===== src/msb_pkg.sv =====
// Package: shared widths, codes and beat types of the selection bitmap block.
`timescale 1ns / 1ps
package msb_pkg;

  // Field widths
  localparam int IDX_W   = 13;
  localparam int FOCUS_W = 12;
  localparam int OP_W    = 3;
  localparam int ITEM_MAX = (2 ** IDX_W) - 1;

  // Parameter defaults
  localparam int DEF_MAX_ITEMS = 4096;
  localparam int DEF_WORD_BITS = 64;

  // Command queue between front and back
  localparam int CMDQ_DEPTH = 2;

  // Operation codes on the input beat
  localparam logic [OP_W-1:0] OP_ADD    = 3'd0;
  localparam logic [OP_W-1:0] OP_SELECT = 3'd1;
  localparam logic [OP_W-1:0] OP_TOGGLE = 3'd2;
  localparam logic [OP_W-1:0] OP_RANGE  = 3'd3;
  localparam logic [OP_W-1:0] OP_QUERY  = 3'd4;

  // Command kinds handed to the back end
  localparam logic [1:0] KIND_NOP  = 2'd0;  // answer from registers only
  localparam logic [1:0] KIND_BIT  = 2'd1;  // read-modify-write of one word
  localparam logic [1:0] KIND_FILL = 2'd2;  // sweep every word with a span

  // Single-bit operations
  localparam logic [1:0] BOP_ADD    = 2'd0;
  localparam logic [1:0] BOP_TOGGLE = 2'd1;
  localparam logic [1:0] BOP_QUERY  = 2'd2;

  typedef struct packed {
    logic [OP_W-1:0]  operation;
    logic [IDX_W-1:0] index;
    logic [IDX_W-1:0] anchor;
  } msb_in_t;

  typedef struct packed {
    logic               is_selected;
    logic [FOCUS_W-1:0] focus;
    logic [IDX_W-1:0]   selected_count;
  } msb_out_t;

  typedef struct packed {
    logic [1:0]       kind;
    logic [1:0]       bop;
    logic             qin;       // queried index below item count
    logic [IDX_W-1:0] idx;       // clamped index, new focus
    logic [IDX_W-1:0] lo;
    logic [IDX_W-1:0] hi;
    logic [IDX_W-1:0] fill_cnt;
    logic             fill_sel;
  } msb_cmd_t;

  typedef struct packed {
    logic             we;
    logic [IDX_W-1:0] n;         // saturated item count
  } msb_cfg_t;

endpackage


===== src/msb_cmdq.sv =====
// Short command queue between the classifying front end and the bitmap back end.
`timescale 1ns / 1ps
module msb_cmdq
  import msb_pkg::*;
(
  input  logic     clk,
  input  logic     rst_n,
  input  logic     wr_en,
  input  msb_cmd_t wr_data,
  input  logic     rd_en,
  output msb_cmd_t rd_data,
  output logic     q_full,
  output logic     q_empty
);

  localparam int QAW = (CMDQ_DEPTH > 1) ? $clog2(CMDQ_DEPTH) : 1;
  localparam int QCW = $clog2(CMDQ_DEPTH + 1);

  msb_cmd_t         ent_r [CMDQ_DEPTH];
  logic [QAW-1:0]   wptr_r, wptr_nxt;
  logic [QAW-1:0]   rptr_r, rptr_nxt;
  logic [QCW-1:0]   cnt_r, cnt_nxt;
  logic             do_wr, do_rd;

  assign q_full  = (cnt_r == QCW'(CMDQ_DEPTH));
  assign q_empty = (cnt_r == '0);
  assign do_wr   = wr_en && !q_full;
  assign do_rd   = rd_en && !q_empty;
  assign rd_data = ent_r[rptr_r];

  // Advance pointers with wrap and track fill level
  always_comb begin
    wptr_nxt = wptr_r;
    rptr_nxt = rptr_r;
    cnt_nxt  = cnt_r;
    if (do_wr) begin
      wptr_nxt = (wptr_r == QAW'(CMDQ_DEPTH - 1)) ? '0 : QAW'(wptr_r + QAW'(1));
    end
    if (do_rd) begin
      rptr_nxt = (rptr_r == QAW'(CMDQ_DEPTH - 1)) ? '0 : QAW'(rptr_r + QAW'(1));
    end
    if (do_wr && !do_rd) begin
      cnt_nxt = QCW'(cnt_r + QCW'(1));
    end else if (do_rd && !do_wr) begin
      cnt_nxt = QCW'(cnt_r - QCW'(1));
    end
  end

  always_ff @(posedge clk) begin
    if (!rst_n) begin
      wptr_r <= '0;
      rptr_r <= '0;
      cnt_r  <= '0;
    end else begin
      wptr_r <= wptr_nxt;
      rptr_r <= rptr_nxt;
      cnt_r  <= cnt_nxt;
    end
  end

  // Store the entry
  always_ff @(posedge clk) begin
    if (do_wr) begin
      ent_r[wptr_r] <= wr_data;
    end
  end

endmodule


===== config.mk =====
export PLATFORM = sky130hd
export DESIGN_NAME = msb_cmdq
export DESIGN_NICKNAME = d
export VERILOG_FILES = /design/src/msb_pkg.sv /design/src/msb_cmdq.sv
export SDC_FILE = /design/constraint.sdc
export NUM_CORES = 1
export LEC_CHECK = 0
export BUFFER_PORTS_ARGS = -buffer_cell sky130_fd_sc_hd__buf_2
export CORE_MARGIN = 8
export CORE_UTILIZATION = 51
export DETAILED_ROUTE_END_ITERATION = 8
export PLACE_DENSITY = 0.8
export SETUP_SLACK_MARGIN = 0.2
export SYNTH_ARGS = -nofsm -noshare
export SYNTH_HDL_FRONTEND = slang
export SYNTH_SLANG_ARGS = --single-unit

===== constraint.sdc =====
create_clock -name clk -period 4.5 [get_ports clk]
set_input_delay 0.225 -clock clk [delete_from_list [all_inputs] [get_ports clk]]
set_output_delay 0.225 -clock clk [all_outputs]
set_load 0.03 [all_outputs]

# Yosys cells after proc, flatten, opt, wreduce, memory -nomap -nowiden
# Memories as Yosys holds them, arrays and structs flattened. A register that Yosys moved wholly into a read port is not among the register bits.
# Cells that the tools add are included.
classes:
  addsub: 4
  eq_ne: 1
  n_mux: 8
  n_reduce_logical: 10
op_table:
  columns: ["cell", "count"]
  rows:
  - ["two-way mux 1 bit", 6]
  - ["logical AND 1 bit", 4]
  - ["logical NOT 1 bit", 4]
  - ["two-way mux 2 bit", 2]
  - ["adder 1 bit, second input constant", 2]
  - ["adder 2 x 1 -> 2 bit, second input constant", 1]
  - ["== test 2 bit, second input constant", 1]
  - ["logical NOT 2 bit", 1]
  - ["nonzero test 2 bit", 1]
  - ["subtractor 2 x 1 -> 2 bit, second input constant", 1]
totals:
  reg_bits: 4
  mem_bits_rw: 116
  input_bits: 62
  out_inout_bits: 60
  wordCells: 27
  n_memories: 1
mem_list:
  columns: ["memory", "depth", "word_bits", "read_ports", "rd_ports_with_merged_regs", "write_ports", "line", "rtl"]
  rows:
  - ["ent_r", 2, 58, 1, 1, 1, "msb_cmdq.sv:19", "msb_cmd_t ent_r [CMDQ_DEPTH];"]

# Logic depth before layout (Yosys ltp)
depth:
  word_depth: 7
  depth_mapped: 7
  mapped_depth_nobuf: 7

# Least setup slack after synthesis
# OpenSTA, ideal clock, no wires.
synth_path:
  kind: "register -> register"
  start: "register cnt_r[0]"
  end: "memory ent_r[0][0] in the netlist's numbering, enable pin"
  setup_ns: 0.465
  arrival_ns: 2.924
  t_required_ns: 4.035
  slack_ns: 1.111
  stages_incl_launch_ff: 4
  synth_period_minus_slack_ns: 3.389
  cell_sequence: "dfxtp_1 > nand2b_1 > inv_2 > nor3_2"
synth_via:
  elab_chain_cells: 5
synth_rtl:
  columns: ["item", "line", "rtl"]
  rows:
  - ["from (decl)", "msb_cmdq.sv:22", "logic [QCW-1:0] cnt_r, cnt_nxt;"]
  - ["from (signal assigned)", "msb_cmdq.sv:57", "cnt_r <= cnt_nxt;"]
  - ["== test 2 bit", "msb_cmdq.sv:25", "assign q_full = (cnt_r == QCW'(CMDQ_DEPTH));"]
  - ["named net q_full", "msb_cmdq.sv:12", "output logic q_full,"]
  - ["logical NOT 1 bit", "msb_cmdq.sv:27", "assign do_wr = wr_en && !q_full;"]
  - ["logical AND 1 bit", "msb_cmdq.sv:27", null]
  - ["two-way mux 1 bit", "msb_cmdq.sv:63", "if (do_wr) begin"]
  - ["two-way mux 1 bit (not written as such)", "msb_cmdq.sv:64", "ent_r[wptr_r] <= wr_data;"]
  - ["to (decl)", "msb_cmdq.sv:19", null]
# The timed path passes the listed nets, and every way through them passes these cells.

==> impl_metrics.tcl <==
set metrics [dict create \
    synth_fa_ha_area_share_pct 0.2834 \
    total_power_uw 3875 \
    synth_cell_type_count 23 \
    max_slew_margin_pct 53.87 \
    die_h_um 109.0 \
    cts.sinks 121 \
    setup_tns_ps 0 \
    hold_path_class "primary input to register" \
    final.fill_count 491 \
    netlist_area_um2 4415 \
    nNetsFinal 465 \
    ys.flop_type "edfxtp_1" \
    die_x_um 109.0 \
    yosysSeqAreaShare_pct 81.16 \
    r2r-end "ent_r[1][3]" \
    wire_per_inst_um 17.27 \
    cp-end-kind "output port" \
    synthTopCellsByCount "edfxtp_1, mux2_2, mux2_1, dfxtp_1" \
    start_kind "register" \
    synth_area_leaders "edfxtp_1, mux2_2, mux2_1" \
    drc 0 \
    yosys.area.top_type "edfxtp_1" \
    fin_area_um2 6340 \
    synth_compound_area_share_pct 0.7368 \
    worstRegToRegCells 3 \
    drt-initial-drc-count 91 \
    hold_viol_final 0 \
    status "finished clean" \
    fin_crit_sh_pct 57.91 \
    finalSetupViolCount 0 \
    reg2reg_from "cnt_r[0]" \
    post-synth-top-count-cell "edfxtp_1" \
    clock-skew-final_ps 7.676 \
    rsz0062_at_grt "no" \
    numCtsBuffers 17 \
    grt_max_degree 34 \
    dieArea_um2 11890 \
    fmax_mhz 383.8 \
    power.density_nw_per_um2 611.3 \
    crit_arrival_ps 2380 \
    crit_fanout 30 \
    antenna_found_initial 0 \
    worstSkewPairLatency_ps 500 \
    first_pass_iters 4 \
    grt_overflow_total 0 \
    ant_nets 0 \
    vias 2517 \
    final_layout_size_suffix_gt1_share_pct 47.23 \
    grt_pass1_wl_um 13830 \
    hold_start "wr_en" \
    synthXorXnorAreaFrac_pct 0.5951 \
    slew_violations 0 \
    io_pins 122 \
    crit_type "register to output port" \
    multiInputGateArea_um2 787.0 \
    cts_resized 0 \
    yosys.area.top_type_share_pct 78.89 \
    ctsLongestPathBuffers 2 \
    seq_area_um2 3585 \
    cpMaxStageDelayCell "dfxtp_2" \
    ys_async_sr_fraction_pct 0 \
    grt_pass1_vias 2754 \
    holdPathEnd "wptr_r" \
    syn_area_per_cell_um2 21.54 \
    viasPerCell 4.813 \
    syn-instance-count 205 \
    core_area_um2 8551 \
    ys_seq_elements 121 \
    required_ps 4280 \
    synth_simple_gate_area_share_pct 1.247 \
    grt_usage_pct 15.57 \
    post-route-min-period_ps 2606 \
    ctsHtreeMaxLevel 4 \
    drv_cap 0 \
    drt_wl_total_um 9034 \
    cts_hold_buf 59 \
    yosysWarnings 0 \
    synthMuxAreaShare_pct 14.79 \
    synth_top_family_by_area "multiplexers" \
    crit_chain "buf_4 -> mux2_2 -> buf_2" \
    rows 34 \
    p_leak_uw 0.002441 \
    post_cts_buffers 0 \
    dpl-instance-area_um2 5150 \
    crit_path_max_incr_delay_ps 770 \
    numPortBuffers 121 \
    start_util_pct 51.64 \
    min_path_cells 3 \
    hpwl_um 5620 \
    antenna_cells 0 \
    cts_tree "yes" \
    synth_edf_count 116 \
    irDropWorstVdd_mv 0.3799 \
    syn_to_final_growth_pct 43.58 \
    synth_nets 268 \
    cts-root-buf "clkbuf_8" \
    r2r_setup_slack_ps 2410 \
    cts.clk_slew.worst_paths_ps 60 \
    worstMarginPinSlew_ps 692.0 \
    finalWeightedCongestion 0.6798 \
]
==> state kept, by name, indices dropped and copies added (netlist names), named ones only <==
signal	count
wptr_r	1
rptr_r	1
ent_r	116
cnt_r	2
==> per-stage QoR <==
step	utilization, %	worst slack (ps)	hold WS (ps)	instances
floorplan	-	1111	323.9	205
global placement	60.23	2369	413.1	432
detailed placement	60.23	2360	415.7	432
CTS	74.14	1814	86.73	523
global route	74.14	1727	114.8	523
finish	74.14	1894	114.2	523
==> critical path: cells and delay by family (launching register included) <==
family	cells	cell delay (ps)
muxes	1	410
buffers and inverters	2	670
DFF	1	770
==> area by class of cell <==
| class | count | area share, % |
|---|---|---|
| Clock inverter | 13 | 2.802 |
| Multi-Input combinational cell | 76 | 12.41 |
| Clock buffer | 19 | 6.651 |
| Sequential cell | 121 | 56.54 |
| Inverter | 2 | 0.1184 |
| Tap cell | 108 | 2.131 |
| Timing Repair Buffer | 184 | 19.34 |
==> cell usage in the layout, fill, tap and decap left out <==
cell type	instances
buf_2	121
dfxtp_1	4
ha_1	1
clkinv_1	1
o21ai_1	1
mux2_2	38
clkinv_4	3
o21a_1	1
mux2_1	20
edfxtp_1	116
dfxtp_2	1
clkbuf_1	2
nand2b_1	1
bufinv_16	4
nor2_1	2
dlygate4sd3_1	59
xor2_1	1
clkinv_2	4
o21ai_0	1
a21boi_1	1
and3_2	1
or3_1	1
clkbuf_16	16
and2_1	3
inv_1	1
clkinvlp_4	1
clkbuf_8	1
inv_2	1
xnor2_1	2
buf_4	4
nor3_4	1
a21boi_0	1
==> worst max path at each step <==
stage | slack (ps) | depth (start not counted) | endpoint | startpoint
floorplan | 1110 | 3 | ent_r[0][0] | cnt_r[0]
global placement | 2370 | 3 | rd_data[9] | register
detailed placement | 2360 | 3 | rd_data[41] | register
CTS | 1810 | 3 | rd_data[41] | register
global route | 1730 | 3 | rd_data[41] | register
finish | 1890 | 3 | rd_data[41] | register
==> logic make-up after synthesis <==
logic type	count (synthesis)
adders and majority gates	1
DFF	121
AOI/OAI and AO/OA	5
and+or+nand+nor	9
muxes	58
xor gates and xnor gates	3
buffers and inverters	8
==> report_power, final <==
part           switching, µW  internal, µW
combinational            659           374
clock                    455           894
sequential              75.2          1420
==> metal layers <==
layer / global-route usage [%] / wire length (µm) / vias to the layer above
li1: - / - / 1203
met1: 17.32 / 3522 / 1212
met2: 26.17 / 4686 / 90
met3: 5.851 / 727 / 12
met4: 6.843 / 98 / 0
met5: 0 / 0 / -
Note: power is estimated with default switching activity, not from simulation.
