==> config.mk <==
export PLATFORM = sky130hd
export DESIGN_NAME = msb_front
export DESIGN_NICKNAME = d
export VERILOG_FILES = /design/src/msb_pkg.sv /design/src/msb_front.sv
export SDC_FILE = /design/constraint.sdc
export NUM_CORES = 1
export LEC_CHECK = 0
export BUFFER_PORTS_ARGS = -buffer_cell sky130_fd_sc_hd__buf_4
export CAP_MARGIN = 15
export CORE_MARGIN = 4
export CORE_UTILIZATION = 47
export CTS_CLUSTER_SIZE = 30
export DETAILED_ROUTE_END_ITERATION = 12
export PLACE_DENSITY = 0.71
export SKIP_CTS_REPAIR_TIMING = 1
export SLEW_MARGIN = 0
export SYNTH_ARGS = -nofsm -noshare
export SYNTH_HDL_FRONTEND = slang
export SYNTH_SLANG_ARGS = --single-unit
==> constraint.sdc <==
create_clock -name clk -period 9 [get_ports clk]
set_input_delay 1.35 -clock clk [delete_from_list [all_inputs] [get_ports clk]]
set_output_delay 1.35 -clock clk [all_outputs]
set_load 0.1 [all_outputs]
==> src/msb_pkg.sv <==
// Package: shared widths, codes and beat types of the selection bitmap block.
`timescale 1ns / 1ps
package msb_pkg;

  // Field widths
  localparam int IDX_W   = 13;
  localparam int FOCUS_W = 12;
  localparam int OP_W    = 3;
  localparam int ITEM_MAX = (2 ** IDX_W) - 1;

  // Parameter defaults
  localparam int DEF_MAX_ITEMS = 4096;
  localparam int DEF_WORD_BITS = 64;

  // Command queue between front and back
  localparam int CMDQ_DEPTH = 2;

  // Operation codes on the input beat
  localparam logic [OP_W-1:0] OP_ADD    = 3'd0;
  localparam logic [OP_W-1:0] OP_SELECT = 3'd1;
  localparam logic [OP_W-1:0] OP_TOGGLE = 3'd2;
  localparam logic [OP_W-1:0] OP_RANGE  = 3'd3;
  localparam logic [OP_W-1:0] OP_QUERY  = 3'd4;

  // Command kinds handed to the back end
  localparam logic [1:0] KIND_NOP  = 2'd0;  // answer from registers only
  localparam logic [1:0] KIND_BIT  = 2'd1;  // read-modify-write of one word
  localparam logic [1:0] KIND_FILL = 2'd2;  // sweep every word with a span

  // Single-bit operations
  localparam logic [1:0] BOP_ADD    = 2'd0;
  localparam logic [1:0] BOP_TOGGLE = 2'd1;
  localparam logic [1:0] BOP_QUERY  = 2'd2;

  typedef struct packed {
    logic [OP_W-1:0]  operation;
    logic [IDX_W-1:0] index;
    logic [IDX_W-1:0] anchor;
  } msb_in_t;

  typedef struct packed {
    logic               is_selected;
    logic [FOCUS_W-1:0] focus;
    logic [IDX_W-1:0]   selected_count;
  } msb_out_t;

  typedef struct packed {
    logic [1:0]       kind;
    logic [1:0]       bop;
    logic             qin;       // queried index below item count
    logic [IDX_W-1:0] idx;       // clamped index, new focus
    logic [IDX_W-1:0] lo;
    logic [IDX_W-1:0] hi;
    logic [IDX_W-1:0] fill_cnt;
    logic             fill_sel;
  } msb_cmd_t;

  typedef struct packed {
    logic             we;
    logic [IDX_W-1:0] n;         // saturated item count
  } msb_cfg_t;

endpackage

==> src/msb_front.sv <==
// Front end: item count register, input beat acceptance and command classification.
`timescale 1ns / 1ps
module msb_front
  import msb_pkg::*;
#(
  parameter int MAX_ITEMS = DEF_MAX_ITEMS
) (
  input  logic             clk,
  input  logic             rst_n,
  input  logic             push,
  output logic             full,
  input  msb_in_t          in_data,
  input  logic             cfg_we,
  input  logic [IDX_W-1:0] cfg_item_count,
  input  logic             q_full,
  input  logic             busy,
  output logic             q_wr,
  output msb_cmd_t         q_wdata,
  output msb_cfg_t         cfg_ev
);

  localparam int SAT_ITEMS = (MAX_ITEMS > ITEM_MAX) ? ITEM_MAX : MAX_ITEMS;

  logic [IDX_W-1:0] n_r;
  logic [IDX_W-1:0] n_sat;
  logic [IDX_W-1:0] last_idx;
  logic [IDX_W-1:0] q_idx, clamp_idx, clamp_anc, span_lo, span_hi;
  logic             q_in, anc_in;

  // Saturate the written item count
  assign n_sat = (cfg_item_count > IDX_W'(SAT_ITEMS)) ? IDX_W'(SAT_ITEMS) : cfg_item_count;
  assign cfg_ev.we = cfg_we;
  assign cfg_ev.n  = n_sat;

  always_ff @(posedge clk) begin
    if (!rst_n) begin
      n_r <= '0;
    end else if (cfg_we) begin
      n_r <= n_sat;
    end
  end

  // Hold off beats while the queue is full or the clearing pass after reset runs
  assign full = q_full || busy;
  assign q_wr = push && !full;

  // Clamp indices at the top and order the span ends
  assign q_idx     = in_data.index;
  assign last_idx  = IDX_W'(n_r - IDX_W'(1));
  assign q_in      = (q_idx < n_r);
  assign anc_in    = (in_data.anchor < n_r);
  assign clamp_idx = q_in ? q_idx : last_idx;
  assign clamp_anc = anc_in ? in_data.anchor : last_idx;
  assign span_lo   = (clamp_anc < clamp_idx) ? clamp_anc : clamp_idx;
  assign span_hi   = (clamp_anc < clamp_idx) ? clamp_idx : clamp_anc;

  // Classify the operation
  always_comb begin
    q_wdata.kind     = KIND_NOP;
    q_wdata.bop      = BOP_QUERY;
    q_wdata.qin      = q_in;
    q_wdata.idx      = clamp_idx;
    q_wdata.lo       = clamp_idx;
    q_wdata.hi       = clamp_idx;
    q_wdata.fill_cnt = IDX_W'(1);
    q_wdata.fill_sel = q_in;
    if (n_r != '0) begin
      case (in_data.operation)
        OP_ADD: begin
          q_wdata.kind = KIND_BIT;
          q_wdata.bop  = BOP_ADD;
        end
        OP_SELECT: begin
          q_wdata.kind = KIND_FILL;
        end
        OP_TOGGLE: begin
          q_wdata.kind = q_in ? KIND_BIT : KIND_NOP;
          q_wdata.bop  = BOP_TOGGLE;
        end
        OP_RANGE: begin
          q_wdata.kind     = KIND_FILL;
          q_wdata.lo       = span_lo;
          q_wdata.hi       = span_hi;
          q_wdata.fill_cnt = IDX_W'(span_hi - span_lo + IDX_W'(1));
          q_wdata.fill_sel = q_in && (q_idx >= span_lo) && (q_idx <= span_hi);
        end
        default: begin
          // query and unused codes read one bit
          q_wdata.kind = q_in ? KIND_BIT : KIND_NOP;
          q_wdata.bop  = BOP_QUERY;
        end
      endcase
    end
  end

endmodule

Word level (Yosys, flattened, before mapping)
Index checks and enable logic that the tools add are counted.
- add/subtract/negate cells: 3
- magnitude comparators: 6
- equality and inequality tests: 3
- multiplexer cells: 11
- reduce and logical (&&, ||, !) cells: 8
- operators with widths (cell ; number):
    $mux W40 ; 2
    $mux W13 ; 5
    $lt A13 B13 Y1 ; 3
    $add A13 B1 Y13 const B ; 1
    $ge A13 B13 Y1 ; 1
    $gt A13 B13 Y1 const B ; 1
    $le A13 B13 Y1 ; 1
    $reduce_bool A13 Y1 ; 1
    $sub A13 B1 Y13 const B ; 1
    $sub A13 B13 Y13 ; 1
    $pmux W2 S2 ; 2
    $eq A3 B2 Y1 const B ; 2
    $mux W4 ; 1
    $eq A3 B1 Y1 const B ; 1
    $logic_and A1 B1 Y1 ; 3
    $logic_not A3 Y1 ; 1
    $reduce_or A2 Y1 ; 1
    $logic_not A1 Y1 ; 1
    $logic_or A1 B1 Y1 ; 1
    $mux W1 ; 1
- register bits: 13
- input bits: 48
- output and inout port bits: 74
- logic and storage cells: 32

Depth between registers and ports, before layout
Gate-level depths: netlist of the first run.
- word-level depth: 9
- depth in mapped cells: 32
- depth with buffers taken out: 28

Worst setup path after synthesis of the first run
No wires, ideal clock.
- kind: input-to-output
- from: input in_data[23] (netlist name)
- to: output q_wdata[0] (netlist name)
- arrival time: 9.754 ns
- data required time: 7.650 ns
- slack: -2.104 ns
- stages: 26
- buffers on the path: 3
- path through: ha_1 > and4_1 > o2111ai_1 > a311o_1 > nand3_4 > buf_2 > nor2_1 > a21oi_1 > inv_1 > ha_1 > nand2b_1 > a21oi_1 > o311ai_1 > nand3_2 > clkbuf_1 > clkbuf_1 > a21oi_1 > ha_1 > o21a_1 > o21a_1 > o21ai_0 > nand2_1 > a2111oi_0 > o21bai_1 > a21o_1 > a221oi_1
- RTL lines (item ; RTL line ; text):
    from (decl) ; msb_front.sv:12 ; input msb_in_t in_data,
    to (decl) ; msb_front.sv:18 ; output msb_cmd_t q_wdata,

==> results of run 1 <==
worst paths after layout:
| check | slack [ns] | from | depth (start not counted) | endpoint |
|---|---|---|---|---|
| setup / recovery | 0.35 | in_data[19] | 26 | q_wdata[13] |
| hold / removal | 0.56 | n_r[9] | 2 | n_r[9] |
| setup reg to reg | 8.19 | n_r[0] | 2 | n_r[0] |
| hold reg to reg | 0.56 | n_r[9] | 2 | n_r[9] |
through the flow:
step,worst slack [ns],cell area (um^2)
final,0.3510,4952
after global routing,0.009649,4952
after CTS,0.2750,4923
after detailed placement,0.2873,4878
after global placement,0.3562,4878
after floorplan,0.06238,3913
layout by cell type (no fill, tap or decap), types with 3 or more instances in the layout:
cell type	synthesis	final
xnor2_1	17	17
nor2_1	55	50
nor4_1	4	3
dfxtp_1	13	13
a2111oi_0	4	4
nor2_2	0	4
and4_1	4	4
mux2i_1	30	29
o21ai_0	23	22
nand4_1	5	5
nand2_1	31	31
xor2_1	4	4
inv_1	46	45
a21oi_1	57	56
nor2b_1	38	38
ha_1	72	72
o21ai_1	2	3
mux2_2	12	12
o21bai_1	6	6
a21o_1	8	8
buf_4	2	129
nor3_1	10	10
nand3_1	5	5
o21a_1	3	3
clkbuf_8	1	3
nand2b_1	7	7
critical path, cell delays in order:
cell and delay, ns:
buf_4 0.15, ha_1 0.33, a2111oi_0 0.43, a311o_1 0.27
nand3_4 0.23, mux2_2 0.39, inv_1 0.10, ha_1 0.27
a21oi_1 0.14, nor2_1 0.06, a211oi_1 0.38, nand3_2 0.27
buf_4 0.33, nor3_1 0.28, a31oi_1 0.09, a21oi_1 0.24
ha_1 0.28, inv_1 0.09, o21bai_1 0.08, a21oi_1 0.23
o21bai_1 0.13, a41oi_1 0.29, a21oi_1 0.12, xnor3_1 0.33
and2_2 0.19, buf_4 0.23
cells by family after synthesis:
logic type | share of synthesized area
AND/OR/NAND/NOR | 0.2363
AO/OA/AOI/OAI | 0.2062
adder cells (fa/ha/maj) | 0.2383
buffers and inverters | 0.07607
multiplexers | 0.1224
XOR/XNOR | 0.05341
flip-flops | 0.06734
layout make-up:
class | count | area, um^2
sequential | 13 | 260.3
fill | 730 | 2895
tap | 102 | 127.6
timing repair buffer | 129 | 968.4
inverter | 46 | 172.7
clock buffer | 4 | 45.04
multi-input combinational | 441 | 3378
report_power, final:
part / switching, mW / internal (mW) / total [mW]
clock network: 0.0201 / 0.0312 / 0.0513
logic: 0.864 / 0.407 / 1.27
registers: 0.00347 / 0.0601 / 0.0635
total: 0.888 / 0.498 / 1.39
layer usage:
| metal | global-route usage | wire [um] | vias to the layer above |
|---|---|---|---|
| met3 | 0.02265 | 730 | 12 |
| met5 | 0 | 0 | - |
| met1 | 0.2973 | 5286 | 1884 |
| met4 | 0.06092 | 167 | 0 |
| met2 | 0.3895 | 5456 | 147 |
| li1 | - | - | 2089 |
==> summary.txt, run 1 <==
Logic synthesis
  • Commonest cells in the netlist: 72 x ha_1, 57 x a21oi_1, 55 x nor2_1
  • Mapped cell area: 3865 um^2
  • Syn. warnings: 0
  • Post-synth top area share: 0.2331
  • Mean Syn Cell Area: 7.418 um^2
  • Post-Synthesis Cells: 521
  • Synth Register Bits: 13
  • Synth area leaders: ha_1 23%, mux2i_1 7.8%, a21oi_1 7.4%
  • Asr flop ratio synth: 0
  • Synth Net Count: 642
  • Largest area contributor in the netlist: ha_1
  • Sequential share of the synthesized area: 0.06734
  • Most frequent cell after synthesis: ha_1
  • Yosys cell types: 62
  • EDFF count, synth: 0
  • Synth Flop Type: dfxtp_1

Clock tree
  • CTS tree: built
  • TritonCTS Buffers: 3
  • Clock sinks: 13
  • H-tree levels: 1
  • Clock buffer depth: 2
  • Clk_lat worst skew: 0.24 ns
  • Clk slew on worst S/H paths: 0.05 ns
  • Clock Tree Root: clkbuf_8

Global routing
  • First-pass GRT wire length: 18530 um
  • Number of antenna violations at the first check in global routing: 0
  • Vias in the first global route: 3889
  • Pin count of the biggest net entering global routing: 34
  • Gr ovfl total: 0
  • Global-route usage over all layers: 0.2251

Finish
  • Max reg flops: 13
  • Layout cells sized above 1: 0.2654
  • Largest register by flop count: n_r
  • Area Overhead vs Synth: 28.13%
  • N_diodes: 0
  • Top flop regs: n_r: 13 flops
  • Final Util: 0.6311
  • Final non-filler cell total: 735
  • Nets@finish: 755

Floorplanning
  • Rows: 32
  • Core Footprint: 7848 um^2
  • Initial Utilization: 0.4925
  • Die height: 98.68 um
  • Die ar.: 9738 um^2
  • Boundary Pins: 122
  • Die Span X: 98.68 um

Placement
  • GPL Wtd Cong: 0.9877
  • DP Cell Count: 728
  • I/O Buffers: 121
  • HPWL after DPL: 9933 um

Drt
  • Vias: 4132
  • Drc violations: 0
  • WL/cell: 15.84 um
  • Avg Vias per Cell: 5.622
  • DR pass1 iterations: 5
  • 1st-iter DRT viols: 308
  • Antenna Nets Post-Route: 0
  • Final WL: 11640 um

Timing
  • # setup viols final: 0
  • Fin. Hold Viols: 0
  • Final Skew: 0 ns
  • Worst slew margin: 0.4008
  • Hold WS: 0.5554 ns
  • Slew Limit Fails: 0
  • RSZ-0062 raised after global routing: false
  • Worst-Margin Slew: 0.8762 ns
  • Peak Freq: 115.6 MHz
  • Tmin final: 8.649 ns
  • TNS Setup: 0 ns
  • Final cycle utilization of the critical path: 0.9610

Setup path
  • Crit path DAT: 7.30 ns
  • Setup crit start kind: input port
  • Worst EP required: 7.65 ns
  • Crit path kind: input port to output port
  • CP Capture Type: output port
  • CP max FO: 31

Min path
  • Min-Delay Path Class: flop to flop

Power
  • Pwr Density: 279.8 nW/um^2
  • Power Total: 1.386 mW
  • P_leak: 2.424 nW
  • Peak supply drop: 0.1080 mV

Run status
  • Status: complete, no violations

Flow run
  • Max cap viols: 0
(Power assumes the default switching activity.)
==> inputs of run 2 (changes only) <==
CAP_MARGIN = 40   (was 15)
RECOVER_POWER = 50   (was not set)
==> run 2 against run 1 <==
Combinational power hardly changed. Worst hold slack worse by 0.0090 ns. Largest cell class unchanged. Largest power group unchanged. Critical endpoint unchanged. Sequential power hardly changed. Sequential cell count stayed put. Utilization is 1.4 points lower. Power is 0.69% lower. Clock skew stayed put. Critical path depth stayed put.
==> summary.txt, run 2 (synthesis results as in run 1) <==
Drt
  • Drc violations: 0
  • WL/cell: 15.78 um
  • Vias: 4113
  • Final WL: 11620 um
  • 1st-iter DRT viols: 293
  • Antenna Nets Post-Route: 0
  • Avg Vias per Cell: 5.588
  • DR pass1 iterations: 5

Setup path
  • Crit path from: in_data[19]
  • CP max FO: 31
  • Worst r2r src: n_r[0]
  • Crit path DAT: 7.31 ns
  • Setup crit start kind: input port
  • Worst EP required: 7.65 ns
  • Crit path kind: input port to output port
  • CP Capture Type: output port

Clock tree
  • CTS tree: built
  • Clock sinks: 13
  • H-tree levels: 1
  • TritonCTS Buffers: 3
  • Clock buffer depth: 2
  • Clk slew on worst S/H paths: 0.05 ns
  • Clk_lat worst skew: 0.24 ns
  • Clock Tree Root: clkbuf_8

Power
  • Power Total: 1.376 mW
  • P_leak: 2.342 nW
  • Pwr Density: 284.0 nW/um^2
  • Peak supply drop: 0.1078 mV

Timing
  • RSZ-0062 raised after global routing: false
  • TNS Setup: 0 ns
  • Slew Limit Fails: 0
  • Final cycle utilization of the critical path: 0.9621
  • Tmin final: 8.659 ns
  • # setup viols final: 0
  • Final Skew: 0 ns
  • Worst slew margin: 0.2083
  • Peak Freq: 115.5 MHz
  • Fin. Hold Viols: 0
  • Worst-Margin Slew: 1.193 ns

Finish
  • Layout fillers: 765
  • Commonest non-fill, non-tap cell in the layout: buf_4
  • Top flop regs: n_r: 13 flops
  • Layout cells sized above 1: 0.2208
  • Most frequent cells in the layout: 103 x buf_4, 72 x ha_1, 56 x a21oi_1
  • Max reg flops: 13
  • N_diodes: 0
  • Area Overhead vs Synth: 25.38%
  • Largest register by flop count: n_r
  • Nets@finish: 756

Global routing
  • Global-route usage over all layers: 0.2251
  • Number of antenna violations at the first check in global routing: 0
  • First-pass GRT wire length: 18530 um
  • Vias in the first global route: 3889
  • Gr ovfl total: 0
  • Pin count of the biggest net entering global routing: 34

Placement
  • I/O Buffers: 121
  • GPL Wtd Cong: 0.9877
  • HPWL after DPL: 9933 um

Flow run
  • Max cap viols: 0

Floorplanning
  • Core Footprint: 7848 um^2
  • Die ar.: 9738 um^2
  • Rows: 32
  • Initial Utilization: 0.4925
  • Boundary Pins: 122
  • Die height: 98.68 um
  • Die Span X: 98.68 um

Run status
  • Status: complete, no violations

Min path
  • HP Start: n_r[8]
  • Min-Delay Path Class: flop to flop
[run 2: changes by cell type in the layout (fill, tap and decap cells not counted)]
| cell | before | now |
|---|---|---|
| nor4_2 | 2 | 1 |
| nor4_1 | 3 | 5 |
| dlymetal6s2s_1 | 0 | 1 |
| nor4_4 | 1 | 0 |
| buf_4 | 129 | 103 |
| clkbuf_1 | 1 | 27 |
[run 2: power breakdown]
part           switching [mW]  total (mW)  internal (mW)
sequential            0.00311      0.0632         0.0600
clock                  0.0203      0.0516         0.0313
combinational           0.864        1.26          0.397
[run 2: through the flow]
| step | setup slack [ns] | instance area, um^2 | util | hold WS, ns | std cells |
|---|---|---|---|---|---|
| global placement | 0.3562 | 4878 | 0.6217 | 0.5308 | 728 |
| detailed placement | 0.2873 | 4878 | 0.6217 | 0.5503 | 728 |
| global route | 0.009649 | 4846 | 0.6175 | 0.5915 | 736 |
| CTS | 0.2750 | 4923 | 0.6274 | 0.5577 | 732 |
| floorplan | 0.06238 | 3913 | - | 0.5189 | 521 |
| finish | 0.3407 | 4846 | 0.6175 | 0.5465 | 736 |
[run 2: final cells by class]
cell class,instances,area (um^2),share of cell area
multi-input combinational,441,3357,0.6927
inverter,46,172.7,0.03563
tap,102,127.6,0.02634
timing repair buffer,130,883.3,0.1823
sequential,13,260.3,0.05371
clock buffer,4,45.04,0.009295
[run 2: critical path, stage by stage]
cell and delay (ns):
buf_4 0.15, ha_1 0.33, a2111oi_0 0.43, a311o_1 0.27, nand3_4 0.24, mux2_2 0.39
inv_1 0.11, ha_1 0.27, a21oi_1 0.14, nor2_1 0.06, a211oi_1 0.39, nand3_2 0.28
buf_4 0.33, nor3_1 0.27, a31oi_1 0.09, a21oi_1 0.24, ha_1 0.28, inv_1 0.09
o21bai_1 0.08, a21oi_1 0.22, o21bai_1 0.13, a41oi_1 0.29, a21oi_1 0.12, xnor3_1 0.33
and2_2 0.19, buf_4 0.23
[run 2: metal layers]
metal / track usage / routed length, um
met1: 0.2973 / 5351
met2: 0.3895 / 5437
met3: 0.02265 / 647
met4: 0.06092 / 181
met5: 0 / 0
[run 2: path summary, 6_finish.rpt]
| kind | cells after the start | to | slack [ns] |
|---|---|---|---|
| max | 26 | q_wdata[13] | 0.34 |
| min | 2 | n_r[8] | 0.55 |
| max reg2reg | 2 | n_r[0] | 8.18 |
| min reg2reg | 2 | n_r[8] | 0.55 |
